==> config.mk <==
export PLATFORM = sky130hd
export DESIGN_NAME = deadlock_detection_engine_unit_flat
export DESIGN_NICKNAME = d
export VERILOG_FILES = /design/src/dde_pkg.sv /design/src/dde_if.sv /design/src/dde_datapath.sv /design/src/dde_ctrl.sv /design/src/deadlock_detection_engine_unit.sv /design/src/flat_wrapper.sv
export SDC_FILE = /design/constraint.sdc
export NUM_CORES = 2
export LEC_CHECK = 0
export BUFFER_PORTS_ARGS = -buffer_cell sky130_fd_sc_hd__buf_2
export CAP_MARGIN = 20
export CORE_UTILIZATION = 40
export DETAILED_ROUTE_END_ITERATION = 8
export SLEW_MARGIN = 40
export SYNTH_ARGS = -nofsm -noshare
export SYNTH_HDL_FRONTEND = slang
export SYNTH_MEMORY_MAX_BITS = 65536
export SYNTH_SLANG_ARGS = --single-unit
export TNS_END_PERCENT = 10
==> constraint.sdc <==
create_clock -name i_clk -period 11.8 [get_ports i_clk]
set_input_delay 1.77 -clock i_clk [delete_from_list [all_inputs] [get_ports i_clk]]
set_output_delay 1.77 -clock i_clk [all_outputs]
set_load 0.01 [all_outputs]
==> src/dde_pkg.sv <==
// Shared constants, command codes and control types of the deadlock detection engine.
package dde_pkg;

    localparam int MAX_PROCESSES = 16;
    localparam int MAX_RESOURCES = 8;
    localparam int COUNT_WIDTH   = 16;
    localparam int AVAIL_WIDTH   = COUNT_WIDTH + 4;

    localparam int PROC_IDX_W = $clog2(MAX_PROCESSES);
    localparam int RES_IDX_W  = $clog2(MAX_RESOURCES);
    localparam int MEM_ADDR_W = PROC_IDX_W + RES_IDX_W;
    localparam int MEM_DEPTH  = MAX_PROCESSES * MAX_RESOURCES;

    localparam int PCNT_W = 5;
    localparam int RCNT_W = 4;
    localparam int CFG_IDX_W  = 2;
    localparam int CFG_DATA_W = 5;

    localparam logic [PCNT_W-1:0] NP_MAX = PCNT_W'(MAX_PROCESSES);
    localparam logic [RCNT_W-1:0] NR_MAX = RCNT_W'(MAX_RESOURCES);

    localparam logic [1:0] CMD_LOAD_AVAIL = 2'd0;
    localparam logic [1:0] CMD_LOAD_ALLOC = 2'd1;
    localparam logic [1:0] CMD_LOAD_NEED  = 2'd2;
    localparam logic [1:0] CMD_START      = 2'd3;

    localparam logic [CFG_IDX_W-1:0] REG_PROCESS_COUNT  = 2'd0;
    localparam logic [CFG_IDX_W-1:0] REG_RESOURCE_COUNT = 2'd1;

    typedef struct packed {
        logic load;
        logic start;
        logic pass_restart;
        logic p_inc;
        logic r_clr;
        logic r_inc;
        logic add;
        logic emit;
        logic final_push;
        logic final_dead;
    } t_dp_cmd;

    typedef struct packed {
        logic rem_zero;
        logic p_end;
        logic progress;
        logic mark;
        logic r_end;
        logic need_fits;
        logic out_free;
    } t_dp_stat;

endpackage

==> src/dde_if.sv <==
// Handshake channels of the deadlock detection engine: input items, results, configuration.
interface dde_in_if;
    import dde_pkg::*;
    logic                       valid;
    logic                       ready;
    logic [1:0]                 cmd;
    logic [PROC_IDX_W-1:0]      proc_index;
    logic [RES_IDX_W-1:0]       res_index;
    logic [COUNT_WIDTH-1:0]     amount;

    modport source (output valid, cmd, proc_index, res_index, amount, input ready);
    modport sink   (input valid, cmd, proc_index, res_index, amount, output ready);
endinterface

interface dde_out_if;
    import dde_pkg::*;
    logic              valid;
    logic              ready;
    logic [PCNT_W-1:0] finished_process;
    logic              deadlock;
    logic              last;

    modport source (output valid, finished_process, deadlock, last, input ready);
    modport sink   (input valid, finished_process, deadlock, last, output ready);
endinterface

interface dde_cfg_if;
    import dde_pkg::*;
    logic                  valid;
    logic                  ready;
    logic [CFG_IDX_W-1:0]  index;
    logic [CFG_DATA_W-1:0] data;

    modport source (output valid, index, data, input ready);
    modport sink   (input valid, index, data, output ready);
endinterface

==> src/dde_datapath.sv <==
// Datapath: configuration, available vector, allocation and need memories, counters, result register.
module dde_datapath (
    input  logic                             i_clk,
    input  logic                             i_rst_n,
    input  logic                             i_cfg_valid,
    input  logic [dde_pkg::CFG_IDX_W-1:0]    i_cfg_index,
    input  logic [dde_pkg::CFG_DATA_W-1:0]   i_cfg_data,
    input  logic [1:0]                       i_cmd,
    input  logic [dde_pkg::PROC_IDX_W-1:0]   i_proc_index,
    input  logic [dde_pkg::RES_IDX_W-1:0]    i_res_index,
    input  logic [dde_pkg::COUNT_WIDTH-1:0]  i_amount,
    input  dde_pkg::t_dp_cmd                 i_ctl,
    output dde_pkg::t_dp_stat                o_stat,
    output logic                             o_out_valid,
    input  logic                             i_out_ready,
    output logic [dde_pkg::PCNT_W-1:0]       o_finished_process,
    output logic                             o_deadlock,
    output logic                             o_last
);
    import dde_pkg::*;

    logic [PCNT_W-1:0]      r_process_count;
    logic [RCNT_W-1:0]      r_resource_count;
    logic [PCNT_W-1:0]      r_np;
    logic [RCNT_W-1:0]      r_nr;
    logic [PCNT_W-1:0]      r_p;
    logic [RCNT_W-1:0]      r_r;
    logic [PCNT_W-1:0]      r_remaining;
    logic                   r_progress;
    logic [MAX_PROCESSES-1:0] r_marks;
    logic [AVAIL_WIDTH-1:0] r_avail [MAX_RESOURCES];
    logic [COUNT_WIDTH-1:0] r_alloc_mem [MEM_DEPTH];
    logic [COUNT_WIDTH-1:0] r_need_mem  [MEM_DEPTH];
    logic [COUNT_WIDTH-1:0] r_alloc_q;
    logic [COUNT_WIDTH-1:0] r_need_q;
    logic                   r_out_valid;
    logic [PCNT_W-1:0]      r_out_proc;
    logic                   r_out_dead;
    logic                   r_out_last;

    logic [PCNT_W-1:0]      np_clamped;
    logic [RCNT_W-1:0]      nr_clamped;
    logic [MEM_ADDR_W-1:0]  rd_addr;
    logic [MEM_ADDR_W-1:0]  wr_addr;
    logic [RES_IDX_W-1:0]   r_sel;
    logic [AVAIL_WIDTH:0]   sum;
    logic [AVAIL_WIDTH-1:0] n_avail_sum;
    logic                   out_free;

    assign np_clamped = (r_process_count > NP_MAX) ? NP_MAX : r_process_count;
    assign nr_clamped = (r_resource_count > NR_MAX) ? NR_MAX : r_resource_count;
    assign r_sel      = r_r[RES_IDX_W-1:0];
    assign rd_addr    = {r_p[PROC_IDX_W-1:0], r_sel};
    assign wr_addr    = {i_proc_index, i_res_index};
    assign sum        = {1'b0, r_avail[r_sel]} + (AVAIL_WIDTH + 1)'(r_alloc_q);
    // Returned instances saturate rather than wrap.
    assign n_avail_sum = sum[AVAIL_WIDTH] ? {AVAIL_WIDTH{1'b1}} : sum[AVAIL_WIDTH-1:0];
    assign out_free    = !r_out_valid || i_out_ready;

    assign o_stat.rem_zero  = (r_remaining == '0);
    assign o_stat.p_end     = (r_p == r_np);
    assign o_stat.progress  = r_progress;
    assign o_stat.mark      = r_marks[r_p[PROC_IDX_W-1:0]];
    assign o_stat.r_end     = (r_r == r_nr);
    assign o_stat.need_fits = (r_avail[r_sel] >= AVAIL_WIDTH'(r_need_q));
    assign o_stat.out_free  = out_free;

    always_ff @(posedge i_clk) begin
        if (!i_rst_n) begin
            r_process_count  <= '0;
            r_resource_count <= '0;
        end else if (i_cfg_valid) begin
            case (i_cfg_index)
                REG_PROCESS_COUNT:  r_process_count  <= i_cfg_data;
                REG_RESOURCE_COUNT: r_resource_count <= i_cfg_data[RCNT_W-1:0];
                default: ;
            endcase
        end
    end

    // Memories: one write port for loads, registered reads at the current process and resource.
    always_ff @(posedge i_clk) begin
        if (i_ctl.load && i_cmd == CMD_LOAD_ALLOC) begin
            r_alloc_mem[wr_addr] <= i_amount;
        end
        if (i_ctl.load && i_cmd == CMD_LOAD_NEED) begin
            r_need_mem[wr_addr] <= i_amount;
        end
        r_alloc_q <= r_alloc_mem[rd_addr];
        r_need_q  <= r_need_mem[rd_addr];
    end

    always_ff @(posedge i_clk) begin
        if (!i_rst_n) begin
            for (int i = 0; i < MAX_RESOURCES; i++) begin
                r_avail[i] <= '0;
            end
        end else if (i_ctl.load && i_cmd == CMD_LOAD_AVAIL) begin
            r_avail[i_res_index] <= AVAIL_WIDTH'(i_amount);
        end else if (i_ctl.add) begin
            r_avail[r_sel] <= n_avail_sum;
        end
    end

    always_ff @(posedge i_clk) begin
        if (!i_rst_n) begin
            r_np        <= '0;
            r_nr        <= '0;
            r_p         <= '0;
            r_r         <= '0;
            r_remaining <= '0;
            r_progress  <= 1'b0;
            r_marks     <= '0;
        end else begin
            if (i_ctl.start) begin
                r_np        <= np_clamped;
                r_nr        <= nr_clamped;
                r_p         <= '0;
                r_remaining <= np_clamped;
                r_progress  <= 1'b0;
                r_marks     <= '0;
            end
            if (i_ctl.pass_restart) begin
                r_p        <= '0;
                r_progress <= 1'b0;
            end
            if (i_ctl.p_inc) begin
                r_p <= r_p + 1'b1;
            end
            if (i_ctl.emit) begin
                r_marks[r_p[PROC_IDX_W-1:0]] <= 1'b1;
                r_remaining <= r_remaining - 1'b1;
                r_progress  <= 1'b1;
                r_p         <= r_p + 1'b1;
            end
            if (i_ctl.r_clr) begin
                r_r <= '0;
            end else if (i_ctl.r_inc) begin
                r_r <= r_r + 1'b1;
            end
        end
    end

    always_ff @(posedge i_clk) begin
        if (!i_rst_n) begin
            r_out_valid <= 1'b0;
        end else if (i_ctl.emit || i_ctl.final_push) begin
            r_out_valid <= 1'b1;
        end else if (i_out_ready) begin
            r_out_valid <= 1'b0;
        end
    end

    always_ff @(posedge i_clk) begin
        if (i_ctl.emit) begin
            r_out_proc <= r_p + 1'b1;
            r_out_dead <= 1'b0;
            r_out_last <= 1'b0;
        end else if (i_ctl.final_push) begin
            r_out_proc <= '0;
            r_out_dead <= i_ctl.final_dead;
            r_out_last <= 1'b1;
        end
    end

    assign o_out_valid        = r_out_valid;
    assign o_finished_process = r_out_proc;
    assign o_deadlock         = r_out_dead;
    assign o_last             = r_out_last;

`ifndef SYNTHESIS
    a_remaining_bounded: assert property (@(posedge i_clk) disable iff (!i_rst_n)
        r_remaining <= r_np)
        else $error("remaining count exceeds process count");
    a_emit_on_free: assert property (@(posedge i_clk) disable iff (!i_rst_n)
        (i_ctl.emit || i_ctl.final_push) |-> out_free)
        else $error("result pushed over an unread result");
`endif
endmodule

==> src/dde_ctrl.sv <==
// Controller: sequences loads, passes over processes, resource compares and give-backs.
module dde_ctrl (
    input  logic               i_clk,
    input  logic               i_rst_n,
    input  logic               i_in_valid,
    input  logic [1:0]         i_cmd,
    output logic               o_in_ready,
    input  dde_pkg::t_dp_stat  i_stat,
    output dde_pkg::t_dp_cmd   o_ctl
);
    import dde_pkg::*;

    localparam logic [3:0] S_IDLE   = 4'd0;
    localparam logic [3:0] S_PSEL   = 4'd1;
    localparam logic [3:0] S_NRD    = 4'd2;
    localparam logic [3:0] S_NCMP   = 4'd3;
    localparam logic [3:0] S_ARD    = 4'd4;
    localparam logic [3:0] S_ADD    = 4'd5;
    localparam logic [3:0] S_EMIT   = 4'd6;
    localparam logic [3:0] S_FIN_OK = 4'd7;
    localparam logic [3:0] S_FIN_DL = 4'd8;

    logic [3:0] r_state;
    logic [3:0] n_state;

    always_ff @(posedge i_clk) begin
        if (!i_rst_n) begin
            r_state <= S_IDLE;
        end else begin
            r_state <= n_state;
        end
    end

    assign o_in_ready = (r_state == S_IDLE);

    always_comb begin
        n_state = r_state;
        o_ctl   = '0;
        case (r_state)
            S_IDLE: begin
                if (i_in_valid) begin
                    if (i_cmd == CMD_START) begin
                        o_ctl.start = 1'b1;
                        n_state     = S_PSEL;
                    end else begin
                        o_ctl.load = 1'b1;
                    end
                end
            end
            S_PSEL: begin
                if (i_stat.rem_zero) begin
                    n_state = S_FIN_OK;
                end else if (i_stat.p_end) begin
                    // A pass that finished nobody means the rest are stuck.
                    if (i_stat.progress) begin
                        o_ctl.pass_restart = 1'b1;
                    end else begin
                        n_state = S_FIN_DL;
                    end
                end else if (i_stat.mark) begin
                    o_ctl.p_inc = 1'b1;
                end else begin
                    o_ctl.r_clr = 1'b1;
                    n_state     = S_NRD;
                end
            end
            S_NRD: begin
                if (i_stat.r_end) begin
                    o_ctl.r_clr = 1'b1;
                    n_state     = S_ARD;
                end else begin
                    n_state = S_NCMP;
                end
            end
            S_NCMP: begin
                if (i_stat.need_fits) begin
                    o_ctl.r_inc = 1'b1;
                    n_state     = S_NRD;
                end else begin
                    o_ctl.p_inc = 1'b1;
                    n_state     = S_PSEL;
                end
            end
            S_ARD: begin
                n_state = i_stat.r_end ? S_EMIT : S_ADD;
            end
            S_ADD: begin
                o_ctl.add   = 1'b1;
                o_ctl.r_inc = 1'b1;
                n_state     = S_ARD;
            end
            S_EMIT: begin
                if (i_stat.out_free) begin
                    o_ctl.emit = 1'b1;
                    n_state    = S_PSEL;
                end
            end
            S_FIN_OK, S_FIN_DL: begin
                if (i_stat.out_free) begin
                    o_ctl.final_push = 1'b1;
                    o_ctl.final_dead = (r_state == S_FIN_DL);
                    n_state          = S_IDLE;
                end
            end
            default: begin
                n_state = S_IDLE;
            end
        endcase
    end

`ifndef SYNTHESIS
    a_cmp_after_read: assert property (@(posedge i_clk) disable iff (!i_rst_n)
        (r_state == S_NCMP) |-> ($past(r_state) == S_NRD))
        else $error("need compare without a preceding memory read");
    a_add_after_read: assert property (@(posedge i_clk) disable iff (!i_rst_n)
        (r_state == S_ADD) |-> ($past(r_state) == S_ARD))
        else $error("give-back without a preceding memory read");
    a_final_to_idle: assert property (@(posedge i_clk) disable iff (!i_rst_n)
        o_ctl.final_push |=> (r_state == S_IDLE))
        else $error("status item not followed by idle");
    a_single_push: assert property (@(posedge i_clk) disable iff (!i_rst_n)
        !(o_ctl.emit && o_ctl.final_push))
        else $error("two results pushed in one cycle");
`endif
endmodule

==> src/deadlock_detection_engine_unit.sv <==
// Top level of the deadlock detection engine: controller, datapath and channel wiring.
//
// Load items (available, allocation, need) are taken one per cycle while the engine
// is idle and return nothing. A start item runs the check on one need/allocation
// entry at a time, since both matrices sit in single-read-port memories: per pass, a
// finished process is skipped, an unfinished one has its need compared resource by
// resource up to the first that does not fit, and a process that fits has all R
// resources compared, its allocation given back, and its item emitted, R being the
// resource count in use. A check makes at most P passes over P processes, then pushes
// the status item; the input is held off until that status item is in the output
// register. The output register lets the check go on while an item waits to be taken;
// a stalled output only stops the engine when it has the next item ready.
// No clearing pass is needed.
module deadlock_detection_engine_unit (
    input  logic       i_clk,
    input  logic       i_rst_n,
    dde_in_if.sink     i_in,
    dde_cfg_if.sink    i_cfg,
    dde_out_if.source  o_out
);
    import dde_pkg::*;

    t_dp_cmd  ctl;
    t_dp_stat stat;

    assign i_cfg.ready = 1'b1;

    dde_ctrl u_ctrl (
        .i_clk      (i_clk),
        .i_rst_n    (i_rst_n),
        .i_in_valid (i_in.valid),
        .i_cmd      (i_in.cmd),
        .o_in_ready (i_in.ready),
        .i_stat     (stat),
        .o_ctl      (ctl)
    );

    dde_datapath u_datapath (
        .i_clk              (i_clk),
        .i_rst_n            (i_rst_n),
        .i_cfg_valid        (i_cfg.valid),
        .i_cfg_index        (i_cfg.index),
        .i_cfg_data         (i_cfg.data),
        .i_cmd              (i_in.cmd),
        .i_proc_index       (i_in.proc_index),
        .i_res_index        (i_in.res_index),
        .i_amount           (i_in.amount),
        .i_ctl              (ctl),
        .o_stat             (stat),
        .o_out_valid        (o_out.valid),
        .i_out_ready        (o_out.ready),
        .o_finished_process (o_out.finished_process),
        .o_deadlock         (o_out.deadlock),
        .o_last             (o_out.last)
    );
endmodule
==> src/flat_wrapper.sv <==
// flat-port wrapper written by rule: the top's interface ports become plain ports
module deadlock_detection_engine_unit_flat import dde_pkg::*;
  (i_clk, i_rst_n, i_in_valid, i_in_cmd, i_in_proc_index, i_in_res_index, i_in_amount, i_in_ready, i_cfg_valid, i_cfg_index, i_cfg_data, i_cfg_ready, o_out_valid, o_out_finished_process, o_out_deadlock, o_out_last, o_out_ready);
  dde_in_if i_in_i ();
  dde_cfg_if i_cfg_i ();
  dde_out_if o_out_i ();
  input  logic i_clk;
  input  logic i_rst_n;
  input wire logic [$bits(i_in_i.valid)-1:0] i_in_valid;
  input wire logic [$bits(i_in_i.cmd)-1:0] i_in_cmd;
  input wire logic [$bits(i_in_i.proc_index)-1:0] i_in_proc_index;
  input wire logic [$bits(i_in_i.res_index)-1:0] i_in_res_index;
  input wire logic [$bits(i_in_i.amount)-1:0] i_in_amount;
  output wire logic [$bits(i_in_i.ready)-1:0] i_in_ready;
  input wire logic [$bits(i_cfg_i.valid)-1:0] i_cfg_valid;
  input wire logic [$bits(i_cfg_i.index)-1:0] i_cfg_index;
  input wire logic [$bits(i_cfg_i.data)-1:0] i_cfg_data;
  output wire logic [$bits(i_cfg_i.ready)-1:0] i_cfg_ready;
  output wire logic [$bits(o_out_i.valid)-1:0] o_out_valid;
  output wire logic [$bits(o_out_i.finished_process)-1:0] o_out_finished_process;
  output wire logic [$bits(o_out_i.deadlock)-1:0] o_out_deadlock;
  output wire logic [$bits(o_out_i.last)-1:0] o_out_last;
  input wire logic [$bits(o_out_i.ready)-1:0] o_out_ready;
  assign i_in_i.valid = i_in_valid;
  assign i_in_i.cmd = i_in_cmd;
  assign i_in_i.proc_index = i_in_proc_index;
  assign i_in_i.res_index = i_in_res_index;
  assign i_in_i.amount = i_in_amount;
  assign i_in_ready = i_in_i.ready;
  assign i_cfg_i.valid = i_cfg_valid;
  assign i_cfg_i.index = i_cfg_index;
  assign i_cfg_i.data = i_cfg_data;
  assign i_cfg_ready = i_cfg_i.ready;
  assign o_out_valid = o_out_i.valid;
  assign o_out_finished_process = o_out_i.finished_process;
  assign o_out_deadlock = o_out_i.deadlock;
  assign o_out_last = o_out_i.last;
  assign o_out_i.ready = o_out_ready;
  deadlock_detection_engine_unit u_core (.i_clk(i_clk), .i_rst_n(i_rst_n), .i_in(i_in_i), .i_cfg(i_cfg_i), .o_out(o_out_i));
endmodule
Word level (Yosys, flattened, before mapping)

Memories as Yosys holds them, arrays and structs flattened. A register that Yosys moved wholly into a read port is not among the register bits.
Index checks and enable logic that the tools add are counted.

$add $sub $neg: 4
$lt $le $gt $ge: 5
Bitwise logic cells: 2
Mux-type cells: 77
Equal/unequal tests: 20
Reduce and logical (&&, ||, !) cells: 23

Operator list:

| cell                  | count |
|---|---|
| $mux W20              | 3 |
| $mux W16              | 3 |
| $mux W5               | 9 |
| $reduce_or A20 Y1     | 2 |
| $mux W4               | 9 |
| $mux W1               | 34 |
| $pmux W4 S8           | 1 |
| $add A20 B16 Y21      | 1 |
| $ge A20 B16 Y1        | 1 |
| $mux W3               | 6 |
| $eq A4 B3 Y1 const B  | 4 |
| $or A16 B16 Y16       | 1 |
| $mux W2               | 7 |
| $eq A4 B2 Y1 const B  | 2 |
| $ne A2 B2 Y1 const B  | 3 |
| $pmux W1 S2           | 3 |
| $reduce_and A6 Y1     | 1 |
| $reduce_bool A2 Y1    | 3 |
| $add A5 B1 Y5 const B | 1 |
| $eq A5 B5 Y1          | 1 |
| $gt A5 B5 Y1 const B  | 1 |
| $logic_not A5 Y1      | 1 |
| $lt A4 B5 Y1 const B  | 1 |
| $sub A5 B1 Y5 const B | 1 |
| 23 further kinds      | 32 |

RAM bits: 4256
Memories kept: 3
Flip-flop bits (word level): 61
Word-level logic and storage cells: 148

Memories:

| memory                        | depth | bits a word | read ports | clocked after Yosys merged registers in | write ports | line               | text |
|---|---|---|---|---|---|---|---|
| u_core.u_datapath.r_alloc_mem | 128   | 16          | 1          | 1                                       | 1           | dde_datapath.sv:32 | `logic [COUNT_WIDTH-1:0] r_alloc_mem [MEM_DEPTH];` |
| u_core.u_datapath.r_need_mem  | 128   | 16          | 1          | 1                                       | 1           | dde_datapath.sv:33 | `logic [COUNT_WIDTH-1:0] r_need_mem [MEM_DEPTH];` |
| u_core.u_datapath.r_avail     | 8     | 20          | 1          | 1                                       | 8           | dde_datapath.sv:31 | `logic [AVAIL_WIDTH-1:0] r_avail [MAX_RESOURCES];` |

Depth between registers and ports, before layout

Depth in word-level cells: 11
Depth in mapped cells: 16
Depth with buffers taken out: 12

By module

A second synthesis with hierarchy kept.

Cells, all modules: 7457
Area, all modules: 168180.0 µm²

By module, submodules not included:

| module                         | area each (µm²) | instances | seq. area each (µm²) | cells an instance |
|---|---|---|---|---|
| dde_datapath                   | 167703.3        | 1         | 129694.4             | 7390 |
| dde_ctrl                       | 465.4           | 1         | 80.1                 | 65 |
| deadlock_detection_engine_unit | 11.3            | 1         | 0.0                  | 2 |

Least setup slack after synthesis

No wires, ideal clock.

Path type: reg-to-reg
Start: reg (tool-made name)
End: mem u_core.u_datapath.r_avail[0][7] in the netlist's numbering, data pin
Arrival: 4335 ps
Buffers on the path: 3
Library setup time: 285 ps
Stages on the path, launching flop included: 16
Path slack: 7179 ps
Data required time: 11515 ps
Cell sequence: dfxtp_1 -> clkbuf_1 -> buf_1 -> mux4_2 -> mux2i_1 -> inv_1 -> ha_1 -> fa_1 -> a21o_1 -> a221o_1 -> nor2_1 -> or4_1 -> buf_2 -> a21oi_4 -> a211oi_1 -> nor3_1

RTL lines:

| element   | line |
|---|---|
| to (decl) | dde_datapath.sv:31 |

==> results.json <==
{
  "endpoint_kind": "flip-flop",
  "clk_pin_slew_worst_paths_ps": 60,
  "cts_root_buf": "clkbuf_16",
  "post-route-util_pct": 45.7,
  "power_frac_comb_pct": 11.8,
  "drt-wirelength-per-cell_um": 32.3,
  "cap_viol_max_count": 0,
  "ys_seq_area_share_pct": 76.5,
  "syn_area_per_cell_um2": 21.1,
  "synth_ff_type": "edfxtp_1",
  "final_cells": 14500,
  "clkLatencyLatePin_ps": 980,
  "coreArea_um2": 421000,
  "cp_slowest_cell": "buf_4",
  "rows": 238,
  "p_sw_mw": 8.29,
  "leakagePower_nw": 58.0,
  "path_delay_family": "buffers and inverters",
  "min_path_type": "flip-flop to flip-flop",
  "routed-via-count": 85700,
  "layout-drive-gt1-share_pct": 25.9,
  "max_freq_mhz": 192,
  "status": "finished clean",
  "cp_num_buf_inv": 3,
  "grtUsageTotal_pct": 21.6,
  "cts_htree_levels": 5,
  "rsz0062_at_grt": "false",
  "swShare_pct": 23.9,
  "yosys.area.top_type": "edfxtp_1",
  "cts_resized": 0,
  "clockBufferDepth": 4,
  "io_buffers": 45,
  "critPathLaunchType": "flip-flop",
  "yosysWarnings": 0,
  "io_pins": 47,
  "slew_violations": 0,
  "die_area_um2": 427000,
  "final-hold-violation-count": 0,
  "ys_types": 85,
  "arrival_ps": 6040,
  "design_area_um2": 193000,
  "grt_pass1_wl_um": 656000,
  "p_per_area_nw_per_um2": 180,
  "viasPerCell": 5.93,
  "hpwl_um": 272000,
  "grt_max_degree": 125,
  "synth_top_area_share_pct": 75.4,
  "postPlaceCellArea_um2": 179000,
  "skew_ps": 52.4,
  "yosysMostFrequentCell": "edfxtp_1",
  "die_w_um": 653,
  "dp_cells": 13600,
  "fin_crit_ps": 5210,
  "synth_edf_count": 4261,
  "clock_sinks": 4352,
  "path_cells": "buf_12, buf_4, buf_4, mux4_2, mux4_2, o21ai_0, o41a_1, o221ai_1",
  "gp_congestion": 0.843,
  "path_class": "flip-flop to flip-flop",
  "routed_wl_um": 467000,
  "cts_setup_buffers": 0,
  "grt_pass1_vias": 85000,
  "yosys-top-cells-area": "edfxtp_1, mux4_2, mux2i_1",
  "max_stage_delay_ps": 760,
  "tightest_slew_ps": 931,
  "overflow": 0,
  "initial_core_util_pct": 40.3,
  "hold_ws_ps": 474,
  "finalPower_mw": 34.7,
  "route.detailed.drc": 0,
  "required_ps": 12630,
  "crit_path_max_fanout": 105,
  "setup_viol": 0,
  "p_clk_share_pct": 38.6,
  "pre_cts_ws_ps": 6460,
  "cts-buffers-inserted": 430,
  "syn-num-nets": 8137,
  "netlist_area_um2": 170000,
  "syn_to_final_growth_pct": 13.6,
  "drt-initial-drc-count": 11200,
  "p_int_mw": 26.4,
  "antenna_found_initial": 37,
  "synthArstFlopShare_pct": 0,
  "cts_hold_buf": 0,
  "postSynthCellCount": 8061,
  "fp.dieH_um": 653,
  "ys_seq_elements": 4352,
  "drtPass1Iterations": 6,
  "tns_ps": 0,
  "final_nets": 8515,
  "cts_tree": "yes",
  "ir_worst_vdd_mv": 0.138,
  "setup_ws_ps": 6590,
  "seq_power_share_pct": 49.5,
  "period_share_pct": 44.1,
  "synth_commonest_cells": "edfxtp_1, mux4_2, nor2_1, mux2i_1, clkbuf_1",
  "max-slew-margin-rel_pct": 37.7,
  "ant_nets": 0
}
[final cells by class]
type                            instances  area [um2]
Antenna cell                           17        42.5
Clock buffer                          541       11400
Clock inverter                        251        2270
Fill cell                           34800      229000
Inverter                               37         154
Multi-Input combinational cell       3197       38300
Sequential cell                      4352      130000
Tap cell                             5640        7060
Timing Repair Buffer                  421        3820
[state kept, by name (all words and copies together), names as in the netlist, 16 cells and up, named ones only]
name	cells
u_core.u_datapath.r_need_q	16
u_core.u_datapath.r_alloc_mem	2048
u_core.u_datapath.r_avail	160
u_core.u_datapath.r_marks	16
u_core.u_datapath.r_need_mem	2048
u_core.u_datapath.r_alloc_q	16
[final timing paths]
check	startpoint	to	slack (ps)	cells past startpoint
worst max-delay path	u_core.u_datapath.r_r[1]	u_core.u_datapath.r_alloc_q[6]	6590	8
worst min-delay path	u_core.u_datapath.r_np[2]	u_core.u_datapath.r_np[2]	470	2
worst max register to register	u_core.u_datapath.r_r[1]	u_core.u_datapath.r_alloc_q[6]	6590	8
worst min register to register	u_core.u_datapath.r_np[2]	u_core.u_datapath.r_np[2]	470	2
[cells in the final DEF (no fill, tap or decap), types with 13 or more instances in the layout]
cell type / netlist / routed
o22ai_1: 109 / 109
buf_2: 94 / 29
nand3_1: 36 / 31
nor2_2: 0 / 55
mux2i_1: 420 / 420
bufinv_16: 0 / 34
clkinv_1: 1 / 89
mux2_2: 22 / 22
buf_6: 34 / 23
a32oi_1: 16 / 16
nand2b_1: 29 / 28
a21o_1: 13 / 13
buf_16: 0 / 13
a21oi_1: 158 / 157
buf_4: 88 / 319
a31oi_1: 19 / 18
diode_2: 0 / 17
clkinv_2: 0 / 92
nand2_2: 0 / 19
nor2_4: 0 / 68
ha_1: 38 / 38
nor3_1: 71 / 65
mux4_2: 1012 / 1012
clkbuf_16: 0 / 437
a211oi_1: 16 / 14
a2111oi_0: 29 / 21
clkbuf_1: 210 / 100
nor2_1: 510 / 387
edfxtp_1: 4261 / 4261
o21ai_0: 89 / 88
inv_1: 33 / 33
o221ai_1: 165 / 165
xnor2_1: 14 / 14
nand2_1: 195 / 174
dfxtp_1: 91 / 82
buf_12: 0 / 21
[layer usage]
metal	share of wire, %	up-vias	GRT usage (%)
met5	0.014	-	0
li1	-	34600	-
met1	41	46300	30.3
met2	47	4121	34.1
met3	8.7	715	4.12
met4	3.4	10	6.63
[cell families (layout without fill, tap and decap cells)]
family                     after synthesis  count (layout)  synth area share, %
buffers and inverters                  512            1250                 1.55
xor gates and xnor gates                26              26                0.134
other                                    1              18              0.00221
DFF                                   4352            4352                 76.5
AOI/OAI and AO/OA                      741             741                 3.13
adders and majority gates               39              39                0.292
muxes                                 1454            1454                 16.1
and+or+nand+nor                        936             936                 2.39
[power by group through the flow]
stage | Sequential [mW] | Clock [mW] | Combinational, mW
global placement | 17.5 | 0 | 4.02
finish | 17.2 | 13.4 | 4.09
global route | 17.2 | 14.1 | 4.33
floorplan | 17.4 | 0 | 2.87
detailed placement | 17.5 | 0 | 4.09
CTS | 17.2 | 13.6 | 4.10
[worst min-delay path: cells and delay by family, from the launching register on]
kind	cells	cell delay, ps
AOI/OAI and AO/OA	1	60
and+or+nand+nor	1	50
DFF	1	320
(Power assumes the default switching activity.)
